$ cat config.mk
export PLATFORM = sky130hd
export DESIGN_NAME = annexb_nal_scanner_core
export DESIGN_NICKNAME = d
export VERILOG_FILES = /design/src/anb_pkg.sv /design/src/anb_step.sv /design/src/annexb_nal_scanner_core.sv
export SDC_FILE = /design/constraint.sdc
export NUM_CORES = 1
export LEC_CHECK = 0
export ABC_AREA = 1
export ABC_CLOCK_PERIOD_IN_PS = 4100
export BUFFER_PORTS_ARGS = -buffer_cell sky130_fd_sc_hd__buf_2
export CAP_MARGIN = 25
export CORE_ASPECT_RATIO = 0.6
export CORE_MARGIN = 5
export CORE_UTILIZATION = 58
export DETAILED_ROUTE_END_ITERATION = 16
export GPL_TIMING_DRIVEN = 0
export PLACE_DENSITY_LB_ADDON = 0.3
export SLEW_MARGIN = 20
export SYNTH_ARGS = -nofsm -noshare
export SYNTH_HDL_FRONTEND = slang
export SYNTH_HIERARCHICAL = 1
export SYNTH_SLANG_ARGS = --single-unit
$ cat constraint.sdc
create_clock -name clk -period 4.1 [get_ports clk]
set_input_delay 0.82 -clock clk [delete_from_list [all_inputs] [get_ports clk]]
set_output_delay 0.82 -clock clk [all_outputs]
set_load 0.1 [all_outputs]
$ cat src/anb_pkg.sv
// Types and constants shared by the Annex B NAL scanner.
// No dependencies.
`timescale 1ns / 1ps
`default_nettype none
package anb_pkg;

  localparam logic [4:0] NAL_TYPE_MASK = 5'h1F;
  localparam logic [4:0] NAL_TYPE_IDR  = 5'd5;
  localparam logic [4:0] NAL_TYPE_SPS  = 5'd7;
  localparam logic [4:0] NAL_TYPE_PPS  = 5'd8;

  localparam logic [7:0] START_CODE_ONE = 8'h01;

  // unit phase codes; code 3 behaves as SEARCH
  localparam logic [1:0] PHASE_SEARCH = 2'd0;
  localparam logic [1:0] PHASE_HEADER = 2'd1;
  localparam logic [1:0] PHASE_BODY   = 2'd2;

  localparam logic [1:0] HELD_MAX = 2'd3;

  localparam logic RESULT_BYTE    = 1'b0;
  localparam logic RESULT_SUMMARY = 1'b1;

  typedef struct packed {
    logic [7:0] data_byte;
    logic       packet_end;
  } in_word_t;

  typedef struct packed {
    logic       result_kind;
    logic [7:0] out_byte;
    logic       keyframe;
    logic       run_last;
  } out_word_t;

  typedef struct packed {
    logic [1:0] held;      // zero bytes held back, 0..3
    logic [1:0] phase;
    logic       long_sc;   // pending start code is four bytes
    logic       fwd;       // current unit is SPS or PPS
    logic       idr;       // IDR header seen in this packet
  } scan_state_t;

  localparam scan_state_t SCAN_RESET = '{held: 2'd0, phase: PHASE_SEARCH,
                                         long_sc: 1'b0, fwd: 1'b0, idr: 1'b0};

  // Result run of one input word: nz zeros, then 01, then data, then summary.
  typedef struct packed {
    logic [2:0] nz;
    logic       one;
    logic       byt;
    logic       sum;
    logic       key;
    logic [7:0] data;
  } run_desc_t;

endpackage
`default_nettype wire

$ cat src/anb_step.sv
// Per-word scanner step: next scan state and the run of results it causes.
// Depends on anb_pkg.
`timescale 1ns / 1ps
`default_nettype none
module anb_step import anb_pkg::*; (
  input  wire in_word_t    word,
  input  wire scan_state_t st,
  output scan_state_t      st_nxt,
  output run_desc_t        run
);

  logic [4:0]  nal_type;
  logic        body_fwd;
  scan_state_t mid;
  logic [2:0]  nz_mid;

  always_comb begin
    nal_type = word.data_byte[4:0] & NAL_TYPE_MASK;
    body_fwd = (st.phase == PHASE_BODY) && st.fwd;
    mid      = st;
    nz_mid   = 3'd0;
    run      = '0;
    run.data = word.data_byte;

    if (st.phase == PHASE_HEADER) begin
      mid.idr   = st.idr | (nal_type == NAL_TYPE_IDR);
      mid.fwd   = (nal_type == NAL_TYPE_SPS) || (nal_type == NAL_TYPE_PPS);
      mid.phase = PHASE_BODY;
      mid.held  = 2'd0;
      if (mid.fwd) begin
        nz_mid  = st.long_sc ? 3'd3 : 3'd2;
        run.one = 1'b1;
        run.byt = 1'b1;
      end
    end else if (word.data_byte == 8'h00) begin
      if (st.held != HELD_MAX) begin
        mid.held = st.held + 2'd1;
      end else if (body_fwd) begin
        // fourth zero pushes the oldest held one into the unit
        nz_mid = 3'd1;
      end
    end else if (word.data_byte == START_CODE_ONE && st.held >= 2'd2) begin
      mid.long_sc = (st.held == HELD_MAX);
      mid.held    = 2'd0;
      mid.phase   = PHASE_HEADER;
    end else begin
      if (body_fwd) begin
        nz_mid  = {1'b0, st.held};
        run.byt = 1'b1;
      end
      mid.held = 2'd0;
    end

    run.nz = nz_mid;
    st_nxt = mid;
    if (word.packet_end) begin
      // unit runs to packet end: flush held zeros
      if (mid.phase == PHASE_BODY && mid.fwd) begin
        run.nz = nz_mid + {1'b0, mid.held};
      end
      run.sum = 1'b1;
      run.key = mid.idr;
      st_nxt  = SCAN_RESET;
    end
  end

endmodule
`default_nettype wire

$ cat src/annexb_nal_scanner_core.sv
// Annex B NAL scanner top: scan state, two-entry run queue, result stream.
// Depends on anb_pkg and anb_step.
// Throughput: one input word per cycle while queue slot 1 is free; a word causing
// n results (0..6) emits them one at a time, the output port being the limit.
// Latency: first result of a word is valid the cycle after it is accepted when no earlier run waits.
// Reset: rst_n synchronous active low clears scan state and the run queue.
`timescale 1ns / 1ps
`default_nettype none
module annexb_nal_scanner_core import anb_pkg::*; (
  input  wire       clk,
  input  wire       rst_n,
  input  wire       in_valid,
  output logic      in_ready,
  input  wire in_word_t in_data,
  output logic      out_valid,
  input  wire       out_ready,
  output out_word_t out_data
);

  scan_state_t st_r, st_nxt;
  run_desc_t   run_new;
  run_desc_t   q_r   [2];
  run_desc_t   q_nxt [2];
  logic [1:0]  qv_r, qv_nxt;
  run_desc_t   head, head_adv;
  logic [2:0]  head_cnt;
  logic        head_last, in_acc, out_acc, pop, push;

  anb_step u_step (
    .word   (in_data),
    .st     (st_r),
    .st_nxt (st_nxt),
    .run    (run_new)
  );

  assign in_ready = ~qv_r[1];
  assign in_acc   = in_valid & in_ready;
  assign push     = in_acc & ((run_new.nz != 3'd0) | run_new.one | run_new.byt | run_new.sum);

  assign head      = q_r[0];
  assign head_cnt  = head.nz + {2'b00, head.one} + {2'b00, head.byt} + {2'b00, head.sum};
  assign head_last = (head_cnt == 3'd1);
  assign out_valid = qv_r[0];
  assign out_acc   = out_valid & out_ready;
  assign pop       = out_acc & head_last;

  always_comb begin
    out_data          = '0;
    out_data.run_last = head_last;
    if (head.nz != 3'd0) begin
      out_data.result_kind = RESULT_BYTE;
    end else if (head.one) begin
      out_data.out_byte = START_CODE_ONE;
    end else if (head.byt) begin
      out_data.out_byte = head.data;
    end else begin
      out_data.result_kind = RESULT_SUMMARY;
      out_data.keyframe    = head.key;
    end
  end

  // consume the front element of the head run
  always_comb begin
    head_adv = head;
    priority if (head.nz != 3'd0) head_adv.nz  = head.nz - 3'd1;
    else if (head.one)            head_adv.one = 1'b0;
    else                          head_adv.byt = 1'b0;
  end

  always_comb begin
    q_nxt  = q_r;
    qv_nxt = qv_r;
    if (pop) begin
      q_nxt[0]  = q_r[1];
      qv_nxt    = {1'b0, qv_r[1]};
    end else if (out_acc) begin
      q_nxt[0]  = head_adv;
    end
    if (push) begin
      // push only when slot 1 is free, so after a pop slot 0 is free
      if (pop || !qv_r[0]) begin
        q_nxt[0]  = run_new;
        qv_nxt[0] = 1'b1;
      end else begin
        q_nxt[1]  = run_new;
        qv_nxt[1] = 1'b1;
      end
    end
  end

  always_ff @(posedge clk) begin
    if (!rst_n) begin
      st_r <= SCAN_RESET;
      qv_r <= 2'b00;
    end else begin
      if (in_acc) st_r <= st_nxt;
      qv_r <= qv_nxt;
    end
  end

  always_ff @(posedge clk) begin
    q_r <= q_nxt;
  end

  a_queue_order: assert property (@(posedge clk) disable iff (!rst_n)
    qv_r[1] |-> qv_r[0])
    else $error("run queue slot 1 filled while slot 0 empty");

  a_summary_last: assert property (@(posedge clk) disable iff (!rst_n)
    (out_valid && out_data.result_kind == RESULT_SUMMARY) |-> out_data.run_last)
    else $error("summary word not last of its run");

  a_summary_zero: assert property (@(posedge clk) disable iff (!rst_n)
    (out_valid && out_data.result_kind == RESULT_SUMMARY) |-> (out_data.out_byte == 8'h00))
    else $error("summary word carries data");

  a_packet_reset: assert property (@(posedge clk) disable iff (!rst_n)
    (in_acc && in_data.packet_end) |=> (st_r == SCAN_RESET))
    else $error("scan state not cleared after packet end");

  a_end_gives_summary: assert property (@(posedge clk) disable iff (!rst_n)
    (in_acc && in_data.packet_end) |-> push)
    else $error("packet end produced no summary run");

endmodule
`default_nettype wire
==> results of run 1 <==
==> cell families (layout without fill, tap and decap cells) <==
group,after synthesis,count (layout)
simple gates,183,183
buf+inv,60,93
flops,39,39
compound gates,27,27
fa+ha+maj,7,7
==> where the power goes <==
part | switching (mW) | total (mW) | internal [mW]
sequential | 0.0541 | 0.534 | 0.480
clock | 0.144 | 0.325 | 0.181
combinational | 0.672 | 0.901 | 0.229
total | 0.870 | 1.76 | 0.890
==> stage by stage <==
step / worst slack [ns] / hold WS [ns] / total power, mW / instance area [um2] / cells
final: 0.293 / 0.512 / 1.76 / 2660 / 396
after global routing: 0.195 / 0.547 / 1.85 / 2660 / 396
after CTS: 0.295 / 0.513 / 1.76 / 2660 / 396
after detailed placement: 0.230 / 0.497 / 1.43 / 2540 / 388
after global placement: 0.325 / 0.504 / 1.41 / 2540 / 388
after floorplan: 0.234 / 0.475 / 1.27 / 2360 / 316
==> registers in the layout, indices dropped and copies added (netlist names) <==
register / cells
head: 15
st_r: 7
qv_r: 2
q_r: 15
==> Yosys cell counts, types with 3 or more instances <==
master	number	area, um2
a21oi_1	4	20.0
buf_2	4	20.0
buf_4	11	82.6
dfxtp_1	24	480
edfxtp_1	15	450
fa_1	3	60.1
ha_1	4	50.1
inv_1	41	154
nand2_1	77	289
nand2_2	5	31.3
nand2_4	4	45.0
nand3_1	37	185
nand4_1	5	31.3
nor2_1	34	128
nor2_2	4	25.0
nor2_4	3	33.8
nor3_1	3	15.0
nor3b_1	8	60.1
o21ai_0	15	75.1
o21ai_1	4	20.0
==> final timing paths <==
path / endpoint / slack, ns / depth (start not counted)
setup / recovery: out_data[0] / 0.29 / 8
hold reg to reg: qv_r[1] / 0.51 / 2
setup reg to reg: q_r[13] / 0.73 / 17
hold / removal: qv_r[1] / 0.51 / 2
==> final cells by class <==
type | instances | area, um2
Multi-Input combinational cell | 217 | 1140
Fill cell | 313 | 1130
Sequential cell | 39 | 931
Inverter | 43 | 161
Timing Repair Buffer | 25 | 125
Buffer | 17 | 125
Clock buffer | 5 | 68.8
Tap cell | 47 | 58.8
Clock inverter | 3 | 43.8
==> worst reg2reg max path, cell delays in order, from the launching register on <==
cell,delay (ns)
dfxtp_1,0.44
inv_1,0.10
nor3_1,0.13
nand3_1,0.18
nand3_1,0.15
nand2_2,0.07
ha_1,0.17
inv_1,0.07
fa_1,0.43
inv_1,0.08
nand3_1,0.07
nand2_1,0.14
nor2_1,0.07
nand3_1,0.07
nand2_1,0.07
inv_2,0.18
nand3_1,0.12
inv_1,0.48
==> metal layers <==
layer  track usage, %  part of all wire (%)
met5                0                     0
met4             3.81                  0.95
met3             5.46                   9.0
met2             33.1                    43
met1             28.8                    47
==> key figures, run 1 <==
Synthesis
  • Adder-Cell Fraction of Synth Area: under 10%
  • Avg Inst Size Synth: around 7.5 um2
  • Synth warn: 6
  • Distinct cells, synth: 29
  • Net Count, Synth: about 340
  • XOR/XNOR Fraction of Synth Area: 0%
  • Sequential area share after synthesis: 39.5%
  • Largest family of logic cells by synthesized area: simple AND/OR/NAND/NOR gates
  • Number of synthesized register bits: 39
  • Cell count after synthesis: around 320
  • Synth Area in Compound Gates: under 10%
  • EDFF count, synth: 15
  • Mux cell area share after synthesis: 0%
  • Post-Syn Area: between 2000 and 2500 um2
  • Post-synth top flop: dfxtp_1
  • Ys async rst share: 0%
  • Simple-Gate Fraction of Synth Area: approximately 37%

Setup path
  • Slowest cell delay on critical path: roughly 0.52 ns
  • Crit-path max FO: 6
  • Critical-path cell list: fa_1 -> ha_1 -> inv_1 -> fa_1 -> nand2_1 -> nor3b_1 -> buf_4 -> buf_2
  • CP startpoint: head[10]
  • Worst Path Buf+Inv: 3
  • CP max-delay cell: fa_1
  • Worst path required time: 3.28 ns
  • CP Launch Type: register
  • CP Data Arrival Time: about 3 ns
  • RR Startpoint: st_r[6]
  • Delay-heaviest family, CP: adder cells
  • CP endpoint kind: output port
  • WS Path Type: reg -> out
  • Most used cell along the critical path: fa_1

Placed design
  • Gp weighted congestion: about 0.85
  • Port Buffers: 25
  • DP HPWL: just over 4000 um

Clocking
  • Post-cts hold buffer count: 0
  • CTS tree: built
  • Root buffer cell: clkbuf_8
  • Clock transition at path regs: ~0.08 ns
  • Clock buffer depth: 2
  • Htree depth: 2
  • Post-CTS sizing: 0
  • Clk_lat worst skew: approximately 0.3 ns
  • Postcts setup bufs: 0
  • Clock Sinks: 39
  • CTS buffer count: 5

Floorplanning
  • Full die area: ~5500 um2
  • Num ports: 26
  • Die Wd: 92.3 um
  • Starting Density: 62.2%
  • Floorplan row count: 17
  • Core Region: between 3000 and 4000 um2
  • Die height: between 50 and 60 um

Cells and area
  • Commonest non-fill, non-tap cell in the layout: nand2_1
  • Antenna diodes: 0
  • Final nets: 368
  • Share of layout cells above drive strength 1: between 20% and 30%
  • Most frequent cells in the layout: nand2_1, inv_1, nand3_1
  • Synth-to-Final Area Change: 12.8%
  • Final core occ: about 70%

Detailed routing
  • DRT Pass-1 Iters: 5
  • DRC: 0
  • DR iter-0 viols: approximately 270
  • Vias: about 2,100
  • Final WL: approximately 5600 um
  • Via density per instance: 5.42
  • Count of nets left with antenna violations after detail routing: 0
  • Wire per inst: 14.0 um

Global routing
  • Initial antenna violation count: 0
  • First-pass GRT wire length: 8890 um
  • Largest net degree at the start of global routing: 16
  • GRT Resource Usage Total: 20.7%
  • Vias in the first global route: 1,950
  • GR Overflow Total: 0

Pwr
  • Power density over the cells: ~660 nW/um2
  • Pleak: 1.31 nW
  • VDD IR max: roughly 0.43 mV

Timing
  • Final Hold Viols: 0
  • Max transition margin: between 50% and 60%
  • Clock Skew: 0.0132 ns
  • Unrepaired setup endpoints after global routing: false
  • Max-slew violations: 0
  • Fin crit share: 92.9%
  • Peak Freq: 0.263 GHz
  • Setup TNS: 0 ns
  • Count of final setup violators: 0
  • Final worst path period need: 3.81 ns
  • Actual slew at the worst max-slew pin: a little over 0.6 ns

Worst hold path
  • Hold Startpoint: qv_r[1]
  • Worst Hold Class: reg -> reg

Status
  • Status: completed

Run
  • Max-cap check violation count: 0
Note: power is estimated with default switching activity, not from simulation.
==> run 2: changes to the inputs <==
--- a/config.mk
+++ b/config.mk
@@ -6,13 +6,14 @@
 export NUM_CORES = 1
 export LEC_CHECK = 0
 export ABC_AREA = 1
-export ABC_CLOCK_PERIOD_IN_PS = 4100
+export ABC_CLOCK_PERIOD_IN_PS = 3800
 export BUFFER_PORTS_ARGS = -buffer_cell sky130_fd_sc_hd__buf_2
 export CAP_MARGIN = 25
 export CORE_ASPECT_RATIO = 0.6
 export CORE_MARGIN = 5
 export CORE_UTILIZATION = 58
 export DETAILED_ROUTE_END_ITERATION = 16
+export GPL_ROUTABILITY_DRIVEN = 1
 export GPL_TIMING_DRIVEN = 0
 export PLACE_DENSITY_LB_ADDON = 0.3
 export SLEW_MARGIN = 20
==> constraint.sdc (replaced) <==
create_clock -name clk -period 3.8 [get_ports clk]
set_input_delay 0.76 -clock clk [delete_from_list [all_inputs] [get_ports clk]]
set_output_delay 0.76 -clock clk [all_outputs]
set_load 0.1 [all_outputs]
==> run 2 against run 1 <==
  * Non-clock buffer count stayed put
  * Die area unchanged
  * Clock power increased by 7.1%
  * First-iteration DRC count decreased by 3.7%
  * Global-route usage did not move
  * Count of clock-buffer cells in the layout unchanged
  * Critical path type unchanged
==> key figures, run 2 (synthesized netlist as in run 1, its figures left out) <==
Status
  • Status: completed

Pwr
  • Design Power: about 1.9 mW
  • Pleak: around 1.3 nW
  • Power density over the cells: 714 nW/um2
  • VDD IR max: between 0.4 and 0.5 mV

Clocking
  • Clock buffer depth: 2
  • Clock transition at path regs: roughly 0.08 ns
  • Root buffer cell: clkbuf_8
  • Postcts setup bufs: 0
  • Clock Sinks: 39
  • Post-cts hold buffer count: 0
  • Clk_lat worst skew: 0.29 ns
  • CTS buffer count: 5
  • CTS tree: built
  • Htree depth: 2

Floorplanning
  • Full die area: 5480 um2
  • Die Wd: about 92 um
  • Num ports: 26
  • Floorplan row count: 17
  • Starting Density: slightly above 60%
  • Core Region: ~3800 um2
  • Die height: roughly 59 um

Setup path
  • Critical R2R Capture: q_r[13]
  • CP startpoint: head[10]
  • CP Data Arrival Time: 2.89 ns
  • Worst path required time: between 3 and 4 ns
  • RR Startpoint: st_r[6]
  • CP endpoint kind: output port
  • Flop-to-flop setup slack: approximately 0.58 ns
  • R2R depth: 17
  • CP Launch Type: register
  • WS Path Type: reg -> out
  • Crit-path max FO: 6

Detailed routing
  • Final WL: between 5000 and 6000 um
  • Via density per instance: about 5.4
  • Vias: 2,129
  • DRT Pass-1 Iters: 5
  • DRC: 0
  • Wire per inst: around 14 um
  • DR iter-0 viols: between 200 and 300
  • Count of nets left with antenna violations after detail routing: 0

Cells and area
  • Synth-to-Final Area Change: 13.1%
  • Final nets: approximately 370
  • Most frequent cells in the layout: nand2_1, inv_1, nand3_1
  • Share of layout cells above drive strength 1: between 20% and 30%
  • Commonest non-fill, non-tap cell in the layout: nand2_1
  • Antenna diodes: 0

Timing
  • Max transition margin: roughly two thirds
  • Unrepaired setup endpoints after global routing: false
  • Count of final setup violators: 0
  • Peak Freq: around 0.27 GHz
  • Actual slew at the worst max-slew pin: ~0.5 ns
  • Hold_ws: 0.518 ns
  • Clock Skew: approximately 0.012 ns
  • Fin crit share: between 90% and 100%
  • Final worst path period need: around 3.6 ns
  • Setup ws final: between 0.15 and 0.2 ns
  • Final Hold Viols: 0
  • Max-slew violations: 0

Worst hold path
  • Hold Path Stages: 2
  • Worst Hold Class: reg -> reg
  • Hold worst-path end: qv_r[1]
  • Hold Startpoint: qv_r[1]

Placed design
  • Port Buffers: 25
  • Gp weighted congestion: between 0.8 and 0.9
  • Setup slack at placement: -0.00990 ns
  • DP HPWL: between 4000 and 5000 um

Run
  • Max-cap check violation count: 0

Global routing
  • Initial antenna violation count: 0
  • GRT Resource Usage Total: between 20% and 30%
  • GR Overflow Total: 0
  • Largest net degree at the start of global routing: 16
  • Vias in the first global route: 1,950
  • First-pass GRT wire length: 8890 um
==> run 2: cell types whose count changed in the layout (fill, tap and decap cells not counted), sizes merged <==
| cell | before | now |
|---|---|---|
| clkinvlp | 0 | 1 |
| clkbuf | 5 | 6 |
| buf | 42 | 41 |
| inv | 42 | 41 |
==> run 2: critical path: stages, from the launching register on <==
cell	delay, ns
dfxtp_1	0.38
fa_1	0.52
ha_1	0.14
inv_1	0.05
fa_1	0.37
nand2_1	0.24
nor3b_1	0.41
buf_4	0.18
clkbuf_4	0.31
==> run 2: area by class of cell <==
class                      instances  area, um2
buffer                            17        125
clock buffer                       5       68.8
clock inverter                     3       43.8
fill                             311       1120
inverter                          43        165
multi-input combinational        217       1140
sequential                        39        931
tap                               47       58.8
timing repair buffer              25        128
==> run 2: power breakdown <==
part           switching, mW  internal [mW]  leakage (nW)
registers             0.0581          0.518         0.334
logic                  0.723          0.255         0.906
clock network          0.152          0.196        0.0581
==> run 2: worst max path at each step <==
stage,endpoint,cells past startpoint,slack (ns)
finish,out_data[0],8,0.15
CTS,out_data[0],8,0.06
global route,out_data[0],8,0.05
detailed placement,q_r[6],19,-0.01
global placement,q_r[6],19,0.08
floorplan,out_data[3],5,-0.006
==> run 2: timing repair <==
action / 4_1_cts / 5_1_grt
endpoints found under the hold margin: 0 / 0
gates resized for setup: 0 / 2
setup endpoints to repair: 0 / 16
==> run 2: stage by stage <==
step | std cells | utilization, % | area (um2) | setup TNS [ns]
2_1_floorplan | 316 | - | 2360 | -0.0451
3_3_place_gp | 388 | 67.2 | 2540 | 0
3_5_place_dp | 388 | 67.2 | 2540 | -0.135
4_1_cts | 396 | 70.2 | 2660 | 0
5_1_grt | 396 | 70.3 | 2660 | 0
6_report | 396 | 70.3 | 2660 | 0
==> run 2: layer usage <==
metal	routed length (um)	GRT usage [%]	share of wire, %
met5	0	0	0
met4	25	3.81	0.45
met3	449	5.46	8.1
met2	2470	33.1	44
met1	2620	28.8	47
==> run 3: changes to the inputs <==
--- a/config.mk
+++ b/config.mk
@@ -7,7 +7,7 @@
 export LEC_CHECK = 0
 export ABC_AREA = 1
 export ABC_CLOCK_PERIOD_IN_PS = 3800
-export BUFFER_PORTS_ARGS = -buffer_cell sky130_fd_sc_hd__buf_2
+export BUFFER_PORTS_ARGS = -buffer_cell sky130_fd_sc_hd__clkbuf_2
 export CAP_MARGIN = 25
 export CORE_ASPECT_RATIO = 0.6
 export CORE_MARGIN = 5
@@ -16,6 +16,7 @@
 export GPL_ROUTABILITY_DRIVEN = 1
 export GPL_TIMING_DRIVEN = 0
 export PLACE_DENSITY_LB_ADDON = 0.3
+export REMOVE_ABC_BUFFERS = 1
 export SLEW_MARGIN = 20
 export SYNTH_ARGS = -nofsm -noshare
 export SYNTH_HDL_FRONTEND = slang
==> run 3 against run 2 <==
  * Critical path type unchanged
  * Largest power group unchanged
  * Clock skew is 0.0089 ns lower
  * Via count is 2.6% lower
  * Critical path depth is 1 lower
  * Maximum frequency is 0.77% higher
  * Power is 2.2% lower
  * Largest cell class unchanged
  * Design area is 4.8% lower
  * Worst setup slack better by 0.028 ns
  * Cell count is 4.3% lower
  * Hold slack better by 0.014 ns
  * Critical endpoint unchanged
  * Register-to-register slack worse by 0.16 ns
==> key figures, run 3 (synthesized netlist as in run 1, its figures left out) <==
Clocking
  • CTS buffer count: 5
  • Clk_lat worst skew: 0.29 ns
  • CTS tree: built
  • Clock buffer depth: 2
  • Htree depth: 2
  • Clock transition at path regs: ~0.080 ns
  • Root buffer cell: clkbuf_8
  • Clock Sinks: 39

Pwr
  • Pleak: about 1.2 nW
  • VDD IR max: between 0.4 and 0.5 mV
  • Design Power: 1.86 mW
  • Power density over the cells: approximately 730 nW/um2

Floorplanning
  • Core Region: about 3800 um2
  • Die height: just under 60 um
  • Die Wd: just over 90 um
  • Floorplan row count: 17
  • Starting Density: just over 60%
  • Num ports: 26
  • Full die area: approximately 5500 um2

Detailed routing
  • Via density per instance: approximately 5.5
  • DRT Pass-1 Iters: 7
  • Final WL: slightly above 5000 um
  • Count of nets left with antenna violations after detail routing: 0
  • Wire per inst: ~14 um
  • Vias: 2,074
  • DR iter-0 viols: 129
  • DRC: 0

Global routing
  • First-pass GRT wire length: between 8000 and 9000 um
  • GRT Resource Usage Total: 20.3%
  • GR Overflow Total: 0
  • Vias in the first global route: 1,859
  • Largest net degree at the start of global routing: 29
  • Initial antenna violation count: 0

Cells and area
  • Final instance area: around 2500 um2
  • FILL cells: 331
  • Most frequent cells in the layout: nand2_1, inv_1, nand3_1
  • Synth-to-Final Area Change: 7.65%
  • Commonest non-fill, non-tap cell in the layout: nand2_1
  • Antenna diodes: 0
  • Final nets: 351
  • Share of layout cells above drive strength 1: 16.0%

Timing
  • Count of final setup violators: 0
  • Setup ws final: 0.178 ns
  • Unrepaired setup endpoints after global routing: false
  • Peak Freq: ~0.28 GHz
  • Max-slew violations: 0
  • Clock Skew: about 0.0034 ns
  • Fin crit share: a little over nine tenths
  • Actual slew at the worst max-slew pin: 0.548 ns
  • Final Hold Viols: 0
  • Final worst path period need: about 3.6 ns
  • Max transition margin: 63.6%

Setup path
  • Slowest cell delay on critical path: about 0.53 ns
  • Worst path required time: 3.04 ns
  • Crit-path max FO: 6
  • WS Path Type: reg -> out
  • CP Launch Type: register
  • CP startpoint: head[10]
  • CP endpoint kind: output port
  • CP Data Arrival Time: ~2.9 ns
  • Critical-path cell list: fa_1 -> ha_1 -> inv_1 -> fa_1 -> nand2_1 -> nor3b_1 -> clkbuf_2
  • CP max-delay cell: clkbuf_2
  • RR Startpoint: st_r[6]
  • Most used cell along the critical path: fa_1

Placed design
  • Placed cell areas: 2410 um2
  • Port Buffers: 25
  • Gp weighted congestion: between 0.8 and 0.9
  • DP HPWL: around 3800 um
  • Setup slack at placement: -0.151 ns

Status
  • Status: completed

Worst hold path
  • Hold Startpoint: qv_r[1]
  • Worst Hold Class: reg -> reg

Run
  • Max-cap check violation count: 0
run 3: cell types whose count changed in the layout (fill, tap and decap cells not counted), sizes merged:
cell    before  now
clkinv       3    2
buf         41    0
clkbuf       6   31
run 3: cell type report:
cell class	instances	area (um2)	share of cell area (%)
flip-flops and latches	39	931	36.7
multi-input cells	217	1140	44.9
clock buffers	6	82.6	3.26
well taps	47	58.8	2.32
inverters	43	165	6.52
clock inverters	2	35.0	1.38
repair buffers	25	125	4.94
run 3: final timing paths:
| check | endpoint | slack, ns | depth (start not counted) |
|---|---|---|---|
| worst max-delay path | out_data[0] | 0.18 | 7 |
| worst min-delay path | qv_r[1] | 0.53 | 2 |
| worst max register to register | q_r[2] | 0.42 | 17 |
| worst min register to register | qv_r[1] | 0.53 | 2 |
run 3: critical path: cells and delay by family, from the launching register on:
kind	cells	cell delay, ns
adders and majority gates	3	1.02
and+or+nand+nor	2	0.61
buffers and inverters	2	0.58
DFF	1	0.36
run 3: per-layer routing:
| layer | global-route usage (%) | part of all wire, % |
|---|---|---|
| met1 | 27.9 | 47 |
| met2 | 32.3 | 45 |
| met4 | 4.86 | 0.52 |
| met3 | 5.33 | 7.8 |
| met5 | 0 | 0 |
run 3: what timing repair did:
| action | in CTS | in global routing |
|---|---|---|
| endpoints found under the hold margin | 0 | 0 |
| resized for setup | 0 | 1 |
| hold buffers | 0 | 0 |
| buffers inserted | 0 | 0 |
| endpoints found under the setup margin | 0 | 15 |
run 3: report_power, final:
group / switching (mW) / internal (mW) / leakage, nW
registers: 0.0566 / 0.519 / 0.334
logic: 0.718 / 0.206 / 0.817
clock network: 0.147 / 0.212 / 0.0612
run 3: through the flow:
step | hold slack, ns | setup TNS, ns | instances | util [%]
floorplan | 0.478 | -2.91 | 299 | -
global placement | 0.496 | -1.19 | 371 | 63.7
detailed placement | 0.523 | -2.26 | 371 | 63.7
CTS | 0.541 | 0 | 379 | 66.9
global route | 0.563 | 0 | 379 | 67.0
finish | 0.533 | 0 | 379 | 67.0
